## config.mk

```make
export PLATFORM = sky130hd
export DESIGN_NAME = reel_depth_controller_unit_flat
export DESIGN_NICKNAME = d
export VERILOG_FILES = /design/src/sv/rdc_pkg.sv /design/src/sv/rdc_ifs.sv /design/src/sv/rdc_div.sv /design/src/sv/rdc_dp.sv /design/src/sv/rdc_useq.sv /design/src/sv/reel_depth_controller_unit.sv /design/src/flat_wrapper.sv
export SDC_FILE = /design/constraint.sdc
export NUM_CORES = 1
export LEC_CHECK = 0
export BUFFER_PORTS_ARGS = -buffer_cell sky130_fd_sc_hd__buf_2
export CAP_MARGIN = 10
export CORE_MARGIN = 5
export CORE_UTILIZATION = 50
export CTS_BUF_LIST = sky130_fd_sc_hd__clkbuf_16
export DETAILED_ROUTE_END_ITERATION = 8
export HOLD_SLACK_MARGIN = 0.15
export PLACE_DENSITY = 0.65
export SYNTH_ARGS = -nofsm -noshare
export SYNTH_HDL_FRONTEND = slang
export SYNTH_SLANG_ARGS = --single-unit
```

## constraint.sdc

```tcl
create_clock -name clock -period 6.7 [get_ports clock]
set_clock_uncertainty 0.1 [all_clocks]
set_input_delay 0.67 -clock clock [delete_from_list [all_inputs] [get_ports clock]]
set_output_delay 0.67 -clock clock [all_outputs]
set_load 0.1 [all_outputs]
```

## src/sv/rdc_pkg.sv

```systemverilog
// ----------------------------------------------------------------------------
// Reel depth controller package
// Shared types, codes, reset values and the control store of the sequencer.
// ----------------------------------------------------------------------------
package rdc_pkg;

   localparam int PcWidth  = 5;
   localparam int DivSteps = 15;

   typedef logic [PcWidth-1:0] pc_type;

   typedef enum logic [1:0] {
      REQ_TICK,
      REQ_CLICK,
      REQ_SWITCH,
      REQ_PWM
   } req_kind_type;

   typedef enum logic [3:0] {
      OP_NOP,
      OP_TICK_INC,
      OP_TICK_ROLL,
      OP_DIV_START,
      OP_SET_UP,
      OP_SET_DOWN,
      OP_SET_STOP,
      OP_SET_TIMEOUT,
      OP_CLICK_STEP,
      OP_CLICK_CHECK,
      OP_SWITCH,
      OP_PWM_EDGE,
      OP_PWM_ARM,
      OP_PUBLISH
   } op_type;

   typedef enum logic [2:0] {
      CND_NEVER,
      CND_ALWAYS,
      CND_TIMEOUT,
      CND_HOLD,
      CND_BELOW,
      CND_DIV_BUSY
   } cond_type;

   typedef struct packed {
      op_type   op;
      cond_type cond;
      pc_type   target;
      logic     last;
   } uword_type;

   typedef struct packed {
      logic timeout_over;
      logic hold;
      logic below;
      logic div_busy;
   } dp_status_type;

   localparam logic [1:0] DIR_STOP = 2'd0;
   localparam logic [1:0] DIR_UP   = 2'd1;
   localparam logic [1:0] DIR_DOWN = 2'd2;

   localparam logic [2:0] EVT_NONE      = 3'd0;
   localparam logic [2:0] EVT_HOMED     = 3'd1;
   localparam logic [2:0] EVT_LIMIT_ERR = 3'd2;
   localparam logic [2:0] EVT_BOUNDS    = 3'd3;
   localparam logic [2:0] EVT_ARMED     = 3'd4;

   localparam logic [2:0] TRS_IDLE    = 3'd0;
   localparam logic [2:0] TRS_UP      = 3'd1;
   localparam logic [2:0] TRS_DOWN    = 3'd2;
   localparam logic [2:0] TRS_TIMEOUT = 3'd3;
   localparam logic [2:0] TRS_SWITCH  = 3'd4;

   localparam logic [2:0] CSR_TICK_LIMIT      = 3'd0;
   localparam logic [2:0] CSR_TIMEOUT_LIMIT   = 3'd1;
   localparam logic [2:0] CSR_DUTY_LOW        = 3'd2;
   localparam logic [2:0] CSR_DUTY_HIGH       = 3'd3;
   localparam logic [2:0] CSR_DUTY_NEUTRAL    = 3'd4;
   localparam logic [2:0] CSR_CLICKS_PER_WRAP = 3'd5;
   localparam logic [2:0] CSR_DEPTH_MAX       = 3'd6;
   localparam logic [2:0] CSR_HOME_WINDOW     = 3'd7;

   localparam logic [14:0] DEPTH_TOP = 15'h7FFF;

   typedef struct packed {
      logic [15:0] tick_limit;
      logic [15:0] timeout_limit;
      logic [15:0] duty_low;
      logic [15:0] duty_high;
      logic [15:0] duty_neutral;
      logic [14:0] clicks_per_wrap;
      logic [14:0] depth_max;
      logic [14:0] home_window;
   } cfg_type;

   localparam cfg_type CFG_RESET = '{
      tick_limit:      16'd60000,
      timeout_limit:   16'd10,
      duty_low:        16'd2000,
      duty_high:       16'd4000,
      duty_neutral:    16'd3000,
      clicks_per_wrap: 15'd10,
      depth_max:       15'd1000,
      home_window:     15'd10
   };

   typedef struct packed {
      logic [14:0] depth;
      logic [1:0]  dir;
      logic        run;
      logic        stop;
      logic [15:0] tick;
      logic [15:0] tmo;
      logic [15:0] rise;
      logic [15:0] width;
      logic [2:0]  last_evt;
      logic [15:0] motor;
      logic [15:0] wind;
      logic [2:0]  tres;
   } state_type;

   localparam state_type STATE_RESET = '{
      depth:    15'd0,
      dir:      DIR_STOP,
      run:      1'b0,
      stop:     1'b1,
      tick:     16'd0,
      tmo:      16'd0,
      rise:     16'd0,
      width:    16'd0,
      last_evt: EVT_NONE,
      motor:    16'd0,
      wind:     16'd0,
      tres:     TRS_IDLE
   };

   typedef struct packed {
      logic [15:0] motor_duty;
      logic [15:0] wind_duty;
      logic [1:0]  direction;
      logic        all_stop;
      logic [2:0]  event_code;
      logic [2:0]  tick_result;
      logic [14:0] depth;
      logic [15:0] pulse_width;
   } rsp_word_type;

   localparam pc_type A_TICK   = 5'd0;
   localparam pc_type A_WAIT   = 5'd6;
   localparam pc_type A_DOWN   = 5'd8;
   localparam pc_type A_STOP   = 5'd9;
   localparam pc_type A_TMO    = 5'd10;
   localparam pc_type A_CLICK  = 5'd11;
   localparam pc_type A_SWITCH = 5'd13;
   localparam pc_type A_PWM    = 5'd14;
   localparam pc_type A_PUB    = 5'd16;

   function automatic uword_type uw(op_type op, cond_type cond, pc_type target, logic last);
      uword_type w;
      w.op     = op;
      w.cond   = cond;
      w.target = target;
      w.last   = last;
      return w;
   endfunction

   function automatic uword_type ucode_rom(pc_type pc);
      uword_type w;
      case (pc)
         5'd0:    w = uw(OP_TICK_INC,    CND_NEVER,    A_PUB,  1'b0);
         5'd1:    w = uw(OP_TICK_ROLL,   CND_NEVER,    A_PUB,  1'b0);
         5'd2:    w = uw(OP_NOP,         CND_TIMEOUT,  A_TMO,  1'b0);
         5'd3:    w = uw(OP_NOP,         CND_HOLD,     A_STOP, 1'b0);
         5'd4:    w = uw(OP_NOP,         CND_BELOW,    A_DOWN, 1'b0);
         5'd5:    w = uw(OP_DIV_START,   CND_NEVER,    A_PUB,  1'b0);
         5'd6:    w = uw(OP_NOP,         CND_DIV_BUSY, A_WAIT, 1'b0);
         5'd7:    w = uw(OP_SET_UP,      CND_ALWAYS,   A_PUB,  1'b0);
         5'd8:    w = uw(OP_SET_DOWN,    CND_ALWAYS,   A_PUB,  1'b0);
         5'd9:    w = uw(OP_SET_STOP,    CND_ALWAYS,   A_PUB,  1'b0);
         5'd10:   w = uw(OP_SET_TIMEOUT, CND_ALWAYS,   A_PUB,  1'b0);
         5'd11:   w = uw(OP_CLICK_STEP,  CND_NEVER,    A_PUB,  1'b0);
         5'd12:   w = uw(OP_CLICK_CHECK, CND_ALWAYS,   A_PUB,  1'b0);
         5'd13:   w = uw(OP_SWITCH,      CND_ALWAYS,   A_PUB,  1'b0);
         5'd14:   w = uw(OP_PWM_EDGE,    CND_NEVER,    A_PUB,  1'b0);
         5'd15:   w = uw(OP_PWM_ARM,     CND_NEVER,    A_PUB,  1'b0);
         5'd16:   w = uw(OP_PUBLISH,     CND_NEVER,    A_PUB,  1'b1);
         default: w = uw(OP_PUBLISH,     CND_NEVER,    A_PUB,  1'b1);
      endcase
      return w;
   endfunction

   function automatic pc_type entry_addr(logic [1:0] kind);
      pc_type a;
      case (kind)
         REQ_TICK:   a = A_TICK;
         REQ_CLICK:  a = A_CLICK;
         REQ_SWITCH: a = A_SWITCH;
         REQ_PWM:    a = A_PWM;
         default:    a = A_PUB;
      endcase
      return a;
   endfunction

endpackage

```

## src/sv/rdc_ifs.sv

```systemverilog
// ----------------------------------------------------------------------------
// Reel depth controller channels
// Valid/ready channels for request words, response words and register writes.
// ----------------------------------------------------------------------------
interface rdc_req_if;
   logic               valid;
   logic               ready;
   logic [1:0]         req_type;
   logic signed [15:0] target_click;
   logic               switch_open;
   logic               pin_level;
   logic [15:0]        timer_count;

   modport source (output valid, req_type, target_click, switch_open, pin_level,
                   timer_count, input ready);
   modport sink   (input valid, req_type, target_click, switch_open, pin_level,
                   timer_count, output ready);
endinterface

interface rdc_rsp_if;
   logic        valid;
   logic        ready;
   logic [15:0] motor_duty;
   logic [15:0] wind_duty;
   logic [1:0]  direction;
   logic        all_stop;
   logic [2:0]  event_code;
   logic [2:0]  tick_result;
   logic [14:0] depth;
   logic [15:0] pulse_width;

   modport source (output valid, motor_duty, wind_duty, direction, all_stop,
                   event_code, tick_result, depth, pulse_width, input ready);
   modport sink   (input valid, motor_duty, wind_duty, direction, all_stop,
                   event_code, tick_result, depth, pulse_width, output ready);
endinterface

interface rdc_csr_if;
   logic        valid;
   logic        ready;
   logic [2:0]  index;
   logic [15:0] data;

   modport source (output valid, index, data, input ready);
   modport sink   (input valid, index, data, output ready);
endinterface

```

## src/sv/rdc_div.sv

```systemverilog
// ----------------------------------------------------------------------------
// Reel depth controller divider
// Restoring divider, one quotient bit a cycle; gives the quotient parity.
// ----------------------------------------------------------------------------
module rdc_div
   import rdc_pkg::*;
(
   input  logic        clock,
   input  logic        reset,
   input  logic        start,
   input  logic [14:0] dividend,
   input  logic [14:0] divisor,
   output logic        busy,
   output logic        quo_odd
);

   logic        busy_ff, busy_in;
   logic [3:0]  cnt_ff, cnt_in;
   logic [14:0] rem_ff, rem_in;
   logic [14:0] quo_ff, quo_in;
   logic [14:0] dsr_ff, dsr_in;
   logic [15:0] partial;
   logic [16:0] diff;

   always_comb begin
      busy_in = busy_ff;
      cnt_in  = cnt_ff;
      rem_in  = rem_ff;
      quo_in  = quo_ff;
      dsr_in  = dsr_ff;
      partial = {rem_ff, quo_ff[14]};
      diff    = {1'b0, partial} - {2'b00, dsr_ff};
      if (start) begin
         busy_in = 1'b1;
         cnt_in  = '0;
         rem_in  = '0;
         quo_in  = dividend;
         dsr_in  = (divisor == '0) ? 15'd1 : divisor;
      end else if (busy_ff) begin
         if (!diff[16]) begin
            rem_in = diff[14:0];
            quo_in = {quo_ff[13:0], 1'b1};
         end else begin
            rem_in = partial[14:0];
            quo_in = {quo_ff[13:0], 1'b0};
         end
         cnt_in = cnt_ff + 4'd1;
         if (cnt_ff == 4'(DivSteps - 1)) begin
            busy_in = 1'b0;
         end
      end
   end

   always_ff @(posedge clock) begin
      if (reset) begin
         busy_ff <= 1'b0;
         cnt_ff  <= '0;
      end else begin
         busy_ff <= busy_in;
         cnt_ff  <= cnt_in;
      end
   end

   always_ff @(posedge clock) begin
      rem_ff <= rem_in;
      quo_ff <= quo_in;
      dsr_ff <= dsr_in;
   end

   assign busy    = busy_ff;
   assign quo_odd = quo_ff[0];

endmodule

```

## src/sv/rdc_dp.sv

```systemverilog
// ----------------------------------------------------------------------------
// Reel depth controller datapath
// Register file, reel state and response register, driven by control words.
// ----------------------------------------------------------------------------
module rdc_dp
   import rdc_pkg::*;
(
   input  logic               clock,
   input  logic               reset,
   input  logic               accept,
   input  logic signed [15:0] target_click,
   input  logic               switch_open,
   input  logic               pin_level,
   input  logic [15:0]        timer_count,
   input  logic               csr_write,
   input  logic [2:0]         csr_index,
   input  logic [15:0]        csr_data,
   input  op_type             op,
   output dp_status_type      status,
   output rsp_word_type       rsp_word
);

   cfg_type            cfg_ff, cfg_in;
   state_type          st_ff, st_in;
   rsp_word_type       rsp_ff, rsp_in;
   logic signed [15:0] target_ff;
   logic               sw_open_ff;
   logic               rising_ff;
   logic [15:0]        timer_ff;
   logic signed [15:0] depth_s;
   logic               div_start;
   logic               div_busy;
   logic               quo_odd;

   rdc_div u_div (
      .clock    (clock),
      .reset    (reset),
      .start    (div_start),
      .dividend (st_ff.depth),
      .divisor  (cfg_ff.clicks_per_wrap),
      .busy     (div_busy),
      .quo_odd  (quo_odd)
   );

   assign depth_s   = signed'({1'b0, st_ff.depth});
   assign div_start = (op == OP_DIV_START);

   always_comb begin
      status.timeout_over = st_ff.tmo > cfg_ff.timeout_limit;
      status.hold         = (depth_s == target_ff) || !sw_open_ff;
      status.below        = depth_s < target_ff;
      status.div_busy     = div_busy;
   end

   always_comb begin
      cfg_in = cfg_ff;
      if (csr_write) begin
         case (csr_index)
            CSR_TICK_LIMIT:      cfg_in.tick_limit      = csr_data;
            CSR_TIMEOUT_LIMIT:   cfg_in.timeout_limit   = csr_data;
            CSR_DUTY_LOW:        cfg_in.duty_low        = csr_data;
            CSR_DUTY_HIGH:       cfg_in.duty_high       = csr_data;
            CSR_DUTY_NEUTRAL:    cfg_in.duty_neutral    = csr_data;
            CSR_CLICKS_PER_WRAP: cfg_in.clicks_per_wrap = csr_data[14:0];
            CSR_DEPTH_MAX:       cfg_in.depth_max       = csr_data[14:0];
            CSR_HOME_WINDOW:     cfg_in.home_window     = csr_data[14:0];
            default:             cfg_in = cfg_ff;
         endcase
      end
   end

   always_comb begin
      st_in = st_ff;
      if (accept) begin
         st_in.tres = TRS_IDLE;
      end
      case (op)
         OP_TICK_INC: begin
            st_in.tick = st_ff.tick + 16'd1;
         end
         OP_TICK_ROLL: begin
            if (st_ff.tick > cfg_ff.tick_limit) begin
               st_in.tick = '0;
               if (st_ff.tmo != 16'hFFFF) begin
                  st_in.tmo = st_ff.tmo + 16'd1;
               end
            end
         end
         OP_SET_UP: begin
            st_in.dir   = DIR_UP;
            st_in.motor = cfg_ff.duty_low;
            st_in.wind  = quo_odd ? cfg_ff.duty_high : cfg_ff.duty_low;
            st_in.tres  = TRS_UP;
         end
         OP_SET_DOWN: begin
            st_in.dir   = DIR_DOWN;
            st_in.motor = cfg_ff.duty_high;
            st_in.wind  = st_ff.stop ? 16'd0 : cfg_ff.duty_low;
            st_in.tres  = TRS_DOWN;
         end
         OP_SET_STOP: begin
            st_in.dir   = DIR_STOP;
            st_in.run   = 1'b0;
            st_in.motor = cfg_ff.duty_neutral;
            st_in.wind  = '0;
            st_in.stop  = 1'b1;
            if (sw_open_ff) begin
               st_in.tres = TRS_IDLE;
            end else begin
               st_in.last_evt = EVT_LIMIT_ERR;
               st_in.tres     = TRS_SWITCH;
            end
         end
         OP_SET_TIMEOUT: begin
            st_in.stop = 1'b1;
            st_in.tres = TRS_TIMEOUT;
         end
         OP_CLICK_STEP: begin
            if (st_ff.run && st_ff.dir == DIR_DOWN && st_ff.depth != DEPTH_TOP) begin
               st_in.depth = st_ff.depth + 15'd1;
            end else if (st_ff.run && st_ff.dir == DIR_UP && st_ff.depth != '0) begin
               st_in.depth = st_ff.depth - 15'd1;
            end
         end
         OP_CLICK_CHECK: begin
            if (st_ff.depth > cfg_ff.depth_max) begin
               st_in.stop     = 1'b1;
               st_in.run      = 1'b0;
               st_in.last_evt = EVT_BOUNDS;
            end
            st_in.tick = '0;
            st_in.tmo  = '0;
         end
         OP_SWITCH: begin
            if (st_ff.dir == DIR_UP && st_ff.run && st_ff.depth < cfg_ff.home_window) begin
               st_in.depth    = '0;
               st_in.dir      = DIR_STOP;
               st_in.last_evt = EVT_HOMED;
            end else begin
               st_in.last_evt = EVT_LIMIT_ERR;
            end
            st_in.run  = 1'b0;
            st_in.stop = 1'b1;
         end
         OP_PWM_EDGE: begin
            if (rising_ff) begin
               st_in.rise = timer_ff;
            end else begin
               st_in.width = timer_ff - st_ff.rise;
            end
         end
         OP_PWM_ARM: begin
            if (st_ff.width > cfg_ff.duty_neutral) begin
               st_in.run      = 1'b1;
               st_in.stop     = 1'b0;
               st_in.last_evt = EVT_ARMED;
            end
         end
         default: begin
            st_in.depth = st_ff.depth;
         end
      endcase
   end

   always_comb begin
      rsp_in = rsp_ff;
      if (op == OP_PUBLISH) begin
         rsp_in.motor_duty  = st_ff.motor;
         rsp_in.wind_duty   = st_ff.wind;
         rsp_in.direction   = st_ff.dir;
         rsp_in.all_stop    = st_ff.stop;
         rsp_in.event_code  = st_ff.last_evt;
         rsp_in.tick_result = st_ff.tres;
         rsp_in.depth       = st_ff.depth;
         rsp_in.pulse_width = st_ff.width;
      end
   end

   always_ff @(posedge clock) begin
      if (reset) begin
         cfg_ff <= CFG_RESET;
         st_ff  <= STATE_RESET;
      end else begin
         cfg_ff <= cfg_in;
         st_ff  <= st_in;
      end
   end

   always_ff @(posedge clock) begin
      rsp_ff <= rsp_in;
      if (accept) begin
         target_ff  <= target_click;
         sw_open_ff <= switch_open;
         rising_ff  <= pin_level;
         timer_ff   <= timer_count;
      end
   end

   assign rsp_word = rsp_ff;

endmodule

```

## src/sv/rdc_useq.sv

```systemverilog
// ----------------------------------------------------------------------------
// Reel depth controller sequencer
// Step counter over the control store with conditional jumps and dispatch.
// ----------------------------------------------------------------------------
module rdc_useq
   import rdc_pkg::*;
(
   input  logic          clock,
   input  logic          reset,
   input  logic          req_valid,
   input  logic [1:0]    req_kind,
   input  logic          rsp_ready,
   input  dp_status_type status,
   output logic          req_ready,
   output logic          rsp_valid,
   output logic          accept,
   output op_type        op
);

   logic      busy_ff, busy_in;
   pc_type    pc_ff, pc_in;
   logic      rsp_valid_ff, rsp_valid_in;
   uword_type word;
   logic      stall;
   logic      step;
   logic      jump;

   assign req_ready = !busy_ff;
   assign accept    = req_valid && !busy_ff;
   assign word      = ucode_rom(pc_ff);
   assign stall     = word.last && rsp_valid_ff && !rsp_ready;
   assign step      = busy_ff && !stall;

   always_comb begin
      case (word.cond)
         CND_NEVER:    jump = 1'b0;
         CND_ALWAYS:   jump = 1'b1;
         CND_TIMEOUT:  jump = status.timeout_over;
         CND_HOLD:     jump = status.hold;
         CND_BELOW:    jump = status.below;
         CND_DIV_BUSY: jump = status.div_busy;
         default:      jump = 1'b0;
      endcase
   end

   always_comb begin
      busy_in = busy_ff;
      pc_in   = pc_ff;
      if (accept) begin
         busy_in = 1'b1;
         pc_in   = entry_addr(req_kind);
      end else if (step) begin
         if (word.last) begin
            busy_in = 1'b0;
         end else if (jump) begin
            pc_in = word.target;
         end else begin
            pc_in = pc_ff + 1'b1;
         end
      end
   end

   always_comb begin
      op = step ? word.op : OP_NOP;
   end

   always_comb begin
      if (step && word.last) begin
         rsp_valid_in = 1'b1;
      end else if (rsp_ready) begin
         rsp_valid_in = 1'b0;
      end else begin
         rsp_valid_in = rsp_valid_ff;
      end
   end

   always_ff @(posedge clock) begin
      if (reset) begin
         busy_ff      <= 1'b0;
         pc_ff        <= A_PUB;
         rsp_valid_ff <= 1'b0;
      end else begin
         busy_ff      <= busy_in;
         pc_ff        <= pc_in;
         rsp_valid_ff <= rsp_valid_in;
      end
   end

   assign rsp_valid = rsp_valid_ff;

endmodule

```

## src/sv/reel_depth_controller_unit.sv

```systemverilog
// ----------------------------------------------------------------------------
// Reel depth controller
// Winch reel controller driven by tick, click, limit-switch and PWM-edge words.
//
// req_chan takes one event word at a time; rsp_chan returns exactly one
// response word per event, carrying duties, direction, stop flag, event code,
// tick answer, depth and pulse width. csr_chan writes the eight settings
// registers by index and is always ready; write it only while idle.
// On the reel-up path of a tick word, the wrap parity comes from a
// 15-step divider that the sequencer loops on until it is done.
// A new event word is taken the cycle after the response is registered,
// while that response may still wait in the output register.
// If rsp_chan stalls with a response still held, the next event runs up to
// its publish step and holds there until the output register frees.
// Reset (synchronous) restores the register defaults and the reel state,
// with the stop flag set and nothing pending on either channel.
// ----------------------------------------------------------------------------
module reel_depth_controller_unit
   import rdc_pkg::*;
(
   input logic    clock,
   input logic    reset,
   rdc_req_if.sink   req_chan,
   rdc_rsp_if.source rsp_chan,
   rdc_csr_if.sink   csr_chan
);

   dp_status_type status;
   rsp_word_type  rsp_word;
   op_type        op;
   logic          accept;
   logic          csr_write;

   assign csr_chan.ready = 1'b1;
   assign csr_write      = csr_chan.valid;

   rdc_useq u_useq (
      .clock     (clock),
      .reset     (reset),
      .req_valid (req_chan.valid),
      .req_kind  (req_chan.req_type),
      .rsp_ready (rsp_chan.ready),
      .status    (status),
      .req_ready (req_chan.ready),
      .rsp_valid (rsp_chan.valid),
      .accept    (accept),
      .op        (op)
   );

   rdc_dp u_dp (
      .clock        (clock),
      .reset        (reset),
      .accept       (accept),
      .target_click (req_chan.target_click),
      .switch_open  (req_chan.switch_open),
      .pin_level    (req_chan.pin_level),
      .timer_count  (req_chan.timer_count),
      .csr_write    (csr_write),
      .csr_index    (csr_chan.index),
      .csr_data     (csr_chan.data),
      .op           (op),
      .status       (status),
      .rsp_word     (rsp_word)
   );

   assign rsp_chan.motor_duty  = rsp_word.motor_duty;
   assign rsp_chan.wind_duty   = rsp_word.wind_duty;
   assign rsp_chan.direction   = rsp_word.direction;
   assign rsp_chan.all_stop    = rsp_word.all_stop;
   assign rsp_chan.event_code  = rsp_word.event_code;
   assign rsp_chan.tick_result = rsp_word.tick_result;
   assign rsp_chan.depth       = rsp_word.depth;
   assign rsp_chan.pulse_width = rsp_word.pulse_width;

endmodule
```

## src/flat_wrapper.sv

```systemverilog
// flat-port wrapper written by rule: the top's interface ports become plain ports
module reel_depth_controller_unit_flat import rdc_pkg::*;
  (clock, reset, req_chan_valid, req_chan_req_type, req_chan_target_click, req_chan_switch_open, req_chan_pin_level, req_chan_timer_count, req_chan_ready, rsp_chan_valid, rsp_chan_motor_duty, rsp_chan_wind_duty, rsp_chan_direction, rsp_chan_all_stop, rsp_chan_event_code, rsp_chan_tick_result, rsp_chan_depth, rsp_chan_pulse_width, rsp_chan_ready, csr_chan_valid, csr_chan_index, csr_chan_data, csr_chan_ready);
  rdc_req_if req_chan_i ();
  rdc_rsp_if rsp_chan_i ();
  rdc_csr_if csr_chan_i ();
  input logic clock;
  input logic reset;
  input wire logic [$bits(req_chan_i.valid)-1:0] req_chan_valid;
  input wire logic [$bits(req_chan_i.req_type)-1:0] req_chan_req_type;
  input wire logic [$bits(req_chan_i.target_click)-1:0] req_chan_target_click;
  input wire logic [$bits(req_chan_i.switch_open)-1:0] req_chan_switch_open;
  input wire logic [$bits(req_chan_i.pin_level)-1:0] req_chan_pin_level;
  input wire logic [$bits(req_chan_i.timer_count)-1:0] req_chan_timer_count;
  output wire logic [$bits(req_chan_i.ready)-1:0] req_chan_ready;
  output wire logic [$bits(rsp_chan_i.valid)-1:0] rsp_chan_valid;
  output wire logic [$bits(rsp_chan_i.motor_duty)-1:0] rsp_chan_motor_duty;
  output wire logic [$bits(rsp_chan_i.wind_duty)-1:0] rsp_chan_wind_duty;
  output wire logic [$bits(rsp_chan_i.direction)-1:0] rsp_chan_direction;
  output wire logic [$bits(rsp_chan_i.all_stop)-1:0] rsp_chan_all_stop;
  output wire logic [$bits(rsp_chan_i.event_code)-1:0] rsp_chan_event_code;
  output wire logic [$bits(rsp_chan_i.tick_result)-1:0] rsp_chan_tick_result;
  output wire logic [$bits(rsp_chan_i.depth)-1:0] rsp_chan_depth;
  output wire logic [$bits(rsp_chan_i.pulse_width)-1:0] rsp_chan_pulse_width;
  input wire logic [$bits(rsp_chan_i.ready)-1:0] rsp_chan_ready;
  input wire logic [$bits(csr_chan_i.valid)-1:0] csr_chan_valid;
  input wire logic [$bits(csr_chan_i.index)-1:0] csr_chan_index;
  input wire logic [$bits(csr_chan_i.data)-1:0] csr_chan_data;
  output wire logic [$bits(csr_chan_i.ready)-1:0] csr_chan_ready;
  assign req_chan_i.valid = req_chan_valid;
  assign req_chan_i.req_type = req_chan_req_type;
  assign req_chan_i.target_click = req_chan_target_click;
  assign req_chan_i.switch_open = req_chan_switch_open;
  assign req_chan_i.pin_level = req_chan_pin_level;
  assign req_chan_i.timer_count = req_chan_timer_count;
  assign req_chan_ready = req_chan_i.ready;
  assign rsp_chan_valid = rsp_chan_i.valid;
  assign rsp_chan_motor_duty = rsp_chan_i.motor_duty;
  assign rsp_chan_wind_duty = rsp_chan_i.wind_duty;
  assign rsp_chan_direction = rsp_chan_i.direction;
  assign rsp_chan_all_stop = rsp_chan_i.all_stop;
  assign rsp_chan_event_code = rsp_chan_i.event_code;
  assign rsp_chan_tick_result = rsp_chan_i.tick_result;
  assign rsp_chan_depth = rsp_chan_i.depth;
  assign rsp_chan_pulse_width = rsp_chan_i.pulse_width;
  assign rsp_chan_i.ready = rsp_chan_ready;
  assign csr_chan_i.valid = csr_chan_valid;
  assign csr_chan_i.index = csr_chan_index;
  assign csr_chan_i.data = csr_chan_data;
  assign csr_chan_ready = csr_chan_i.ready;
  reel_depth_controller_unit u_core (.clock(clock), .reset(reset), .req_chan(req_chan_i), .rsp_chan(rsp_chan_i), .csr_chan(csr_chan_i));
endmodule
```

==> impl_metrics.tcl, run 1 <==
set metrics [dict create \
    run_status "finished, final reports clean" \
    p_leak_nw 9.20 \
    yosysSeqAreaShare_pct 48.9 \
    ys_warn_count 0 \
    pin_count 135 \
    critical_path_buf_inv_count 0 \
    synth-main-ff-cell "dfxtp_1" \
    syn-instance-count 2200 \
    num-fill-cells 3570 \
    synth-seq-cells 422 \
    setup_viol 0 \
    max_freq_mhz 228 \
    ctsResizeCount 0 \
    wl_per_cell_um 18.5 \
    worstSetupPathType "reg2reg" \
    syn-cell-area_sq_mm 0.0201 \
    portBuffers 133 \
    clock_path_buffers 3 \
    yosys.area_share.simple_pct 18.5 \
    antenna_found_initial 1 \
    synth_edf_count 136 \
    maxCapViolations 0 \
    finalCritPeriodShare_pct 65.6 \
    grt_pass1_wl_mm 84.0 \
    post_cts_buffers 0 \
    fin_ws_ns 2.31 \
    max_stage_delay_ns 0.60 \
    end_kind "flop" \
    final_cell_mix "nand2_1, dfxtp_1, a21oi_1, inv_1, nor2_1" \
    gp_congestion 0.936 \
    syn-mean-instance-area_sq_um 9.12 \
    critical_path.max_fanout 14 \
    synth_compound_area_share_pct 14.0 \
    vias_per_cell 5.60 \
    htree_levels 2 \
    path_cells "nand4_1, nor4_1, nor3b_1, nand2_1, ha_1, nor2b_1, o21ai_1, a21boi_0, o41ai_1, o211ai_1, a31o_2, a21oi_1, xnor2_1, or3_1, a31oi_1" \
    fp.dieW_um 210 \
    cts-root-buf "clkbuf_16" \
    cts_buffers 45 \
    arrival_ns 4.79 \
    slew_violations 0 \
    start_util_pct 50.5 \
    hp-class "in2reg" \
    ir_worst_vdd_mv 0.323 \
    nets 2509 \
    synth.area.mux_share_pct 1.07 \
    wirelength_mm 52.9 \
    grt_max_degree 127 \
    area_delta_synth_final_pct 13.2 \
    overflow 0 \
    worst_pin_slew_ns 1.30 \
    grt_use_total_pct 23.7 \
    rows 73 \
    insertion_delay_ns 0.59 \
    cts_sinks 422 \
    power.density_mw_per_mm2 272 \
    synth-xor-area-share_pct 2.75 \
    rsz0062_at_grt "no" \
    vias 16000 \
    synthAdderAreaFrac_pct 9.47 \
    core-area_sq_mm 0.0397 \
    drt_iter0_drc 1355 \
    clkSlewWorstSetupHoldPaths_ns 0.07 \
    critPathLaunchType "flop" \
    critPathSlowestCell "dfxtp_1" \
    grt_pass1_vias 15200 \
    yosys-top-cells-area "dfxtp_1, edfxtp_1, ha_1" \
    final_common_cell "nand2_1" \
    ant_nets 0 \
    drtPass1Iterations 6 \
    yosysUniqueCellTypes 78 \
    crit_family "compound AO/OA/AOI/OAI gates" \
    dieArea_sq_mm 0.0442 \
    post-place-ws_ns 2.44 \
    ys_async_sr_fraction_pct 0 \
    drive_gt1_share_pct 10.4 \
    required_ns 7.10 \
    synth_top_family_by_area "simple AND/OR/NAND/NOR gates" \
    syn_nets 2410 \
    hold_viol_final 0 \
    fin_setup_tns_ns 0 \
    hpwl_mm 37.1 \
    cts_tree "yes" \
    yosys.area.top_type "dfxtp_1" \
    fin_crit_ns 4.39 \
    relSlewSlack_pct 13.3 \
    yosys.area.top_type_share_pct 28.5 \
    drc 0 \
    die_y_um 210 \
]
flip-flops by register name, summed over array words and instances, names as in the netlist, 4 cells and up:
register                  count
u_core.u_dp.depth_s          15
u_core.u_useq.word           13
u_core.u_dp.rsp_word         72
u_core.u_dp.u_div.rem_ff     15
u_core.u_useq.pc_ff           5
u_core.u_dp.u_div.cnt_ff      4
u_core.u_dp.target_ff        16
u_core.u_dp.timer_ff         16
u_core.u_dp.u_div.quo_ff     15
u_core.u_dp.st_ff           106
u_core.u_dp.u_div.dsr_ff     15
u_core.u_dp.cfg_ff          125
report_power, final:
part | leakage, nW | internal, mW | switching [mW]
sequential | 3.60 | 2.77 | 0.0864
combinational | 4.84 | 0.307 | 0.640
clock | 0.756 | 1.36 | 1.02
what timing repair did:
item	CTS	global route
hold buffers	21	0
hold endpoints to repair	21	0
endpoints found under the setup margin	0	0
metal layers:
metal  wire, um  global-route usage (%)
met1      23900                    33.3
met2      23400                    36.4
met3       3650                    4.64
met4       1990                    8.91
met5          0                       0
path summary, 6_finish.rpt:
| path | startpoint | to | slack [ns] | cells after the start |
|---|---|---|---|---|
| worst max-delay path | u_core.u_dp.depth_s[5]$_SDFFE_PP0P_ | u_core.u_dp.depth_s[14]$_SDFFE_PP0P_ | 2.31 | 15 |
| worst min-delay path | req_chan_target_click[3] | u_core.u_dp.target_ff[3]$_DFFE_PP_ | 0.18 | 1 |
| worst max register to register | u_core.u_dp.depth_s[5]$_SDFFE_PP0P_ | u_core.u_dp.depth_s[14]$_SDFFE_PP0P_ | 2.31 | 15 |
| worst min register to register | u_core.u_dp.st_ff[6]$_SDFFE_PP0P_ | u_core.u_dp.rsp_word[43]$_DFFE_PN_ | 0.33 | 0 |
cells in the mapped netlist, types with 21 or more instances:
cell / number
nand4_1: 34
a21o_1: 23
o21ai_0: 54
a21oi_1: 209
nand3_1: 42
nor3_1: 52
xor2_1: 35
xnor2_1: 28
a211oi_1: 26
a221oi_1: 35
a211o_1: 24
nand3b_1: 21
nand2_1: 391
ha_1: 147
inv_1: 155
edfxtp_1: 136
dfxtp_1: 286
nor2_1: 167
clkbuf_1: 97
logic make-up after synthesis:
group	count (synthesis)
AO/OA/AOI/OAI	447
XOR/XNOR	63
adder cells (fa/ha/maj)	150
buffers and inverters	275
flip-flops	422
multiplexers	21
other	1
AND/OR/NAND/NOR	821
metrics by stage:
stage	hold WS [ns]	power [mW]	utilization (%)	area, sq um	instances
after floorplan	0.308	3.62	-	20100	2200
after global placement	0.314	3.82	53.0	21100	2754
after detailed placement	0.315	3.84	53.1	21100	2755
after CTS	0.151	6.23	57.2	22700	2860
after global routing	0.153	6.45	57.2	22700	2862
final	0.176	6.19	57.2	22700	2862
final cells by class:
type	count	area [sq um]	share of cell area [%]
flip-flops and latches	422	9810	43.2
clock buffers	46	1150	5.07
inverters	156	587	2.58
clock inverters	38	263	1.16
diodes	1	2.50	0.0110
repair buffers	171	1010	4.44
well taps	525	657	2.89
multi-input cells	1503	9240	40.7
Power figures use the tool's default switching activity.
==> run 2, diff against run 1 <==
Settings changed: ABC_AREA from default to 1.
Clock period 6.7 ns to 4.5 ns, I/O delays scaled along.
==> run 2 against run 1 <==
Effect of this change:
- power grew 47%
- first-iteration DRC count shrank 10%
- synthesized cell count grew 9.7%
- combinational power grew 40%
- area after synthesis grew 1.8%
- final cell count grew 9.1%
- flip-flop and latch count is the same
- register-to-register slack lost 1.5 ns
- core utilization grew 0.092 points
- highest routed layer unchanged
==> impl_metrics.tcl, run 2 <==
set metrics [dict create \
    netlist_top_cells_count "nand2_1, inv_1, dfxtp_1, a21oi_1, o21ai_0" \
    p_leak_nw 10.2 \
    path_cells "inv_1, nor4_1, nand3_1, and2_1, inv_1, ha_1, a21oi_1, o31ai_1, nand2_1, nand2_1, nand2_1, nand2_1, a21oi_1, o21ai_0, a21boi_0, xor2_1, nand2_1, a21oi_1" \
    gp_congestion 0.903 \
    syn-cell-area_sq_mm 0.0204 \
    n_antenna_cell 0 \
    critical_path_buf_inv_count 2 \
    grt_pass1_wl_mm 82.5 \
    post_cts_buffers 0 \
    cts-root-buf "clkbuf_16" \
    start_util_pct 50.2 \
    p_int_mw 6.60 \
    fin_setup_tns_ns 0 \
    final_common_cell "nand2_1" \
    grt_max_degree 161 \
    fin_ws_ns 0.772 \
    place_inst 3000 \
    synth_compound_area_share_pct 15.9 \
    cts_tree "yes" \
    rows 74 \
    cts_sinks 422 \
    design_area_sq_mm 0.0233 \
    crit_family "simple AND/OR/NAND/NOR gates" \
    yosys.area.top_type "dfxtp_1" \
    yosys-top-cells-area "dfxtp_1, edfxtp_1, ha_1" \
    grt_pass1_vias 15600 \
    drt_iter0_drc 1214 \
    rr_startpoint "u_core.u_dp.depth_s[8]$_SDFFE_PP0P_" \
    min_from "csr_chan_data[10]" \
    yosys.area.top_type_share_pct 28.0 \
    maxCapViolations 0 \
    power.share.sequential_pct 46.5 \
    hp-class "in2reg" \
    wl_per_cell_um 16.6 \
    num-fill-cells 3660 \
    synth-main-ff-cell "dfxtp_1" \
    worst_pin_slew_ns 1.18 \
    vias_per_cell 5.30 \
    vias 16600 \
    critPathLaunch "u_core.u_dp.depth_s[8]$_SDFFE_PP0P_" \
    ys_async_sr_fraction_pct 0 \
    portBuffers 133 \
    fin_cells 3122 \
    area_delta_synth_final_pct 14.0 \
    die_y_um 212 \
    drc 0 \
    post-place-ws_ns 0.837 \
    required_ns 4.90 \
    pin_count 135 \
    syn-mean-instance-area_sq_um 8.46 \
    max_stage_delay_ns 0.50 \
    ir_worst_vdd_mv 0.284 \
    arrival_ns 4.13 \
    power.density_mw_per_mm2 392 \
    relSlewSlack_pct 20.7 \
    syn_nets 2623 \
    max_freq_mhz 268 \
    wirelength_mm 51.8 \
    drive_gt1_share_pct 10.7 \
    fin_crit_ns 3.73 \
    multiInputGateArea_sq_mm 0.00898 \
    yosysMostFrequentCell "nand2_1" \
    regMostFlops "u_core.u_dp.cfg_ff" \
    insertion_delay_ns 0.57 \
    finalCritPeriodShare_pct 82.8 \
    run_status "finished, final reports clean" \
    clkSlewWorstSetupHoldPaths_ns 0.06 \
    core-area_sq_mm 0.0406 \
    ys_warn_count 0 \
    p_switching_mw 2.52 \
    yosys.area_share.simple_pct 16.6 \
    final_cell_mix "nand2_1, inv_1, dfxtp_1, a21oi_1, o21ai_0" \
    synthAdderAreaFrac_pct 9.30 \
    setup_viol 0 \
    critical_path.max_fanout 14 \
    largest_reg_flops 125 \
    worstSetupPathType "reg2reg" \
    synth_edf_count 136 \
    slew_violations 0 \
    overflow 0 \
    antenna_found_initial 0 \
    synth-seq-cells 422 \
    synth_top_family_by_area "simple AND/OR/NAND/NOR gates" \
    syn-instance-count 2413 \
    cts_buffers 46 \
    crit_path_frequent_cell "nand2_1" \
    synth.area.mux_share_pct 0 \
    hold_viol_final 0 \
    end_kind "flop" \
    rsz0062_at_grt "no" \
    finish.utilization_pct 57.3 \
    grt_use_total_pct 22.9 \
    seq_area_sq_mm 0.00981 \
    comb_power_share_pct 14.4 \
    yosysUniqueCellTypes 53 \
    drtPass1Iterations 5 \
    dpl_cell_area_sq_mm 0.0215 \
    ant_nets 0 \
    hpwl_mm 36.3 \
    clkPwrFrac_pct 39.0 \
    dieArea_sq_mm 0.0450 \
    htree_levels 2 \
    critPathSlowestCell "dfxtp_1" \
    critPathLaunchType "flop" \
    fp.dieW_um 212 \
    nets 2763 \
    fin_hold_ws_ns 0.230 \
    synth-xor-area-share_pct 2.10 \
    power_mw 9.12 \
    clock_path_buffers 3 \
    swShare_pct 27.6 \
    yosysSeqAreaShare_pct 48.0 \
]
==> run 2: path summary, 6_finish.rpt <==
kind / cells past startpoint / slack (ns) / endpoint
setup / recovery: 18 / 0.77 / u_core.u_dp.depth_s[14]$_SDFFE_PP0P_
hold / removal: 3 / 0.23 / u_core.u_dp.cfg_ff[71]$_SDFFE_PP1P_
setup reg to reg: 18 / 0.77 / u_core.u_dp.depth_s[14]$_SDFFE_PP0P_
hold reg to reg: 0 / 0.33 / u_core.u_dp.rsp_word[59]$_DFFE_PN_
==> run 2: routing by layer <==
metal  wire length (um)  share of wire, %  global-route usage, %  vias up
met5                  0                 0                      0        -
met4               1550               3.0                   7.51        0
met3               3390               6.5                   3.81       86
met2              22800                44                   35.7      463
met1              24000                46                   32.8     7600
li1                   -                 -                      -     8410
==> run 2: logic make-up after synthesis <==
kind of cell,after synthesis
AO/OA/AOI/OAI,587
flip-flops,422
XOR/XNOR,49
AND/OR/NAND/NOR,787
other,1
buffers and inverters,417
adder cells (fa/ha/maj),150
==> run 2: area by class of cell <==
cell class                      count  area share, %
Sequential cell                   422           42.1
Multi-Input combinational cell   1574           38.6
Inverter                          320           5.19
Timing Repair Buffer              189           5.12
Clock buffer                       47           5.05
Tap cell                          532           2.86
Clock inverter                     38           1.06
==> run 2: worst register-to-register path: cells and delay by family, from the launching register on <==
family	cells	cell delay (ns)
xor gates and xnor gates	1	0.16
DFF	1	0.50
adders and majority gates	1	0.36
AOI/OAI and AO/OA	6	1.03
buffers and inverters	2	0.49
and+or+nand+nor	8	1.04
==> run 2: power groups by stage <==
stage               logic (mW)  clock network [mW]  registers, mW
finish                    1.32                3.56           4.24
global placement          1.26                   0           4.32
floorplan                0.827                   0           4.45
global route              1.48                3.82           4.26
detailed placement        1.28                   0           4.32
CTS                       1.31                3.65           4.24
==> run 2: repair_timing <==
item	4_1_cts	5_1_grt
endpoints found under the setup margin	0	0
hold endpoints to repair	38	0
gates resized for setup	0	0
hold buffers	37	0
==> run 3, diff against run 2 <==
Settings changed: ABC_AREA 1 to 0, PLACE_DENSITY 0.65 to 0.68.
Clock period 4.5 ns to 3.05 ns, I/O delays scaled along.
==> run 3 against run 2 <==
Effect of this change:
- the run now ends with negative setup slack left
- maximum frequency rose by 10%
- sequential power rose by 47%
- clock-buffer cell count rose by 3
- via count rose by 0.80%
- non-clock buffer count rose by 150
- clock power rose by 56%
- wire length rose by 6.3%
- power rose by 56%
- register-to-register slack got worse by 1.1 ns
- critical endpoint is now u_core.u_useq.word[4]$_SDFF_PP0_
- largest cell class unchanged
==> impl_metrics.tcl, run 3 (same netlist as run 1, synthesis figures left out) <==
set metrics [dict create \
    fin_cells 3035 \
    regMostFlops "u_core.u_dp.cfg_ff" \
    design_area_sq_mm 0.0248 \
    cts_buffers 46 \
    finalCritPeriodShare_pct 111 \
    htree_levels 2 \
    drive_gt1_share_pct 20.1 \
    area_delta_synth_final_pct 23.7 \
    relSlewSlack_pct 31.0 \
    critical_path.max_fanout 7 \
    max_stage_delay_ns 0.56 \
    vias 16700 \
    dr_wl_met3_mm 3.48 \
    wl_met1_mm 24.4 \
    max_freq_mhz 296 \
    required_ns 3.47 \
    worstSetupPathType "reg2reg" \
    clkSlewWorstSetupHoldPaths_ns 0.06 \
    finish.utilization_pct 62.5 \
    wl_per_cell_um 18.1 \
    path_cells "inv_1, ha_4, nand4_1, or4_4, nand3b_1, o32ai_2, o31ai_4, buf_6, mux2_4, a21oi_4, or2_4, clkinv_4, nor2_4, and3_4" \
    fin_hold_ws_ns 0.270 \
    vias_per_cell 5.50 \
    place_inst 2874 \
    portBuffers 133 \
    setup_viol 18 \
    maxCapViolations 0 \
    grt_max_degree 140 \
    failed_checks "negative setup slack" \
    ir_worst_vdd_mv 0.471 \
    antenna_found_initial 3 \
    post-place-ws_ns -0.308 \
    worstHoldPathCells 5 \
    start_util_pct 50.5 \
    crit_cells 14 \
    rows 73 \
    arrival_ns 3.80 \
    fp.dieW_um 210 \
    final_common_cell "nand2_1" \
    gp_congestion 0.901 \
    top_layer "met4" \
    fin_ws_ns -0.328 \
    pin_count 135 \
    power_mw 14.2 \
    wl_met2_mm 25.4 \
    largest_reg_flops 125 \
    insertion_delay_ns 0.58 \
    ant_nets 0 \
    grt_pass1_wl_mm 87.1 \
    fin_setup_tns_ns -3.88 \
    dieArea_sq_mm 0.0442 \
    cts_tree "yes" \
    p_leak_nw 10.1 \
    clock_path_buffers 3 \
    fin_crit_ns 3.38 \
    drt_iter0_drc 1425 \
    nets 2678 \
    wirelength_mm 55.1 \
    cts_sinks 422 \
    critPathSlowestCell "or4_4" \
    hp-class "in2reg" \
    die_y_um 210 \
    core-area_sq_mm 0.0397 \
    grt_use_total_pct 24.3 \
    hpwl_mm 37.9 \
    overflow 0 \
    power.density_mw_per_mm2 571 \
    num-fill-cells 3247 \
    r2r_cells 14 \
    final_cell_mix "nand2_1, dfxtp_1, a21oi_1, nor2_1, inv_1" \
    end_kind "flop" \
    grt_pass1_vias 16300 \
    crit_family "simple AND/OR/NAND/NOR gates" \
    critical_path_buf_inv_count 3 \
    worst_pin_slew_ns 1.03 \
    critPathLaunchType "flop" \
    rsz0062_at_grt "yes" \
    drtPass1Iterations 6 \
    run_status "complete, but fails checks" \
    hold_viol_final 0 \
    slew_violations 0 \
    drc 0 \
    cts-root-buf "clkbuf_16" \
    dpl_cell_area_sq_mm 0.0222 \
]
## run 3: cell count changes in the layout (fill, tap and decap cells not counted), sizes merged, moves of 20 or more
cell    change
a221oi     +35
nor3       +22
nand3      -26
a211o      +25
buf       +134
a211oi     +20
o21ai     -190
o211ai     -32
a21oi      -21
inv       -168
nor2       -51
nand2      -20
nand2b     +20
## run 3: worst paths after layout
kind	end	startpoint	slack, ns
worst max-delay path	u_core.u_useq.word[4]$_SDFF_PP0_	u_core.u_dp.cfg_ff[98]$_SDFFE_PP0P_	-0.33
worst max register to register	u_core.u_useq.word[4]$_SDFF_PP0_	u_core.u_dp.cfg_ff[98]$_SDFFE_PP0P_	-0.33
worst min register to register	u_core.u_dp.rsp_word[64]$_DFFE_PN_	u_core.u_dp.st_ff[27]$_SDFFE_PP0P_	0.33
worst min-delay path	u_core.u_dp.cfg_ff[58]$_SDFFE_PP0P_	csr_chan_index[0]	0.27
## run 3: area by class of cell
class	count	area [sq um]	area share (%)
sequential	422	9870	39.7
multi-input combinational	1503	9750	39.3
timing repair buffer	339	2430	9.80
clock buffer	50	1250	5.04
tap	525	657	2.65
inverter	156	598	2.41
clock inverter	36	263	1.06
antenna	4	10.0	0.0403
## run 3: what timing repair did
item / 4_1_cts / 5_1_grt
hold buffers: 54 / 0
hold endpoints to repair: 196 / 0
setup buffers: 6 / 12
pin swaps: 35 / 42
gates resized for setup: 39 / 59
endpoints found under the setup margin: 25 / 43
## run 3: report_power, final
group	switching (mW)	total, mW	internal [mW]
clock	2.32	5.54	3.22
sequential	0.169	6.24	6.07
combinational	1.52	2.40	0.884
## run 3: layer usage
metal / vias to the layer above / GRT usage, %
met4: 0 / 8.57
met2: 486 / 38.8
met1: 7937 / 33.4
li1: 8170 / -
met3: 99 / 4.36
met5: - / 0
## run 3: worst min-delay path, cell delays in order
cell and delay (ns):
buf_2 0.19, nor3_2 0.07, buf_4 0.20, nand2_1 0.08, a21oi_1 0.05
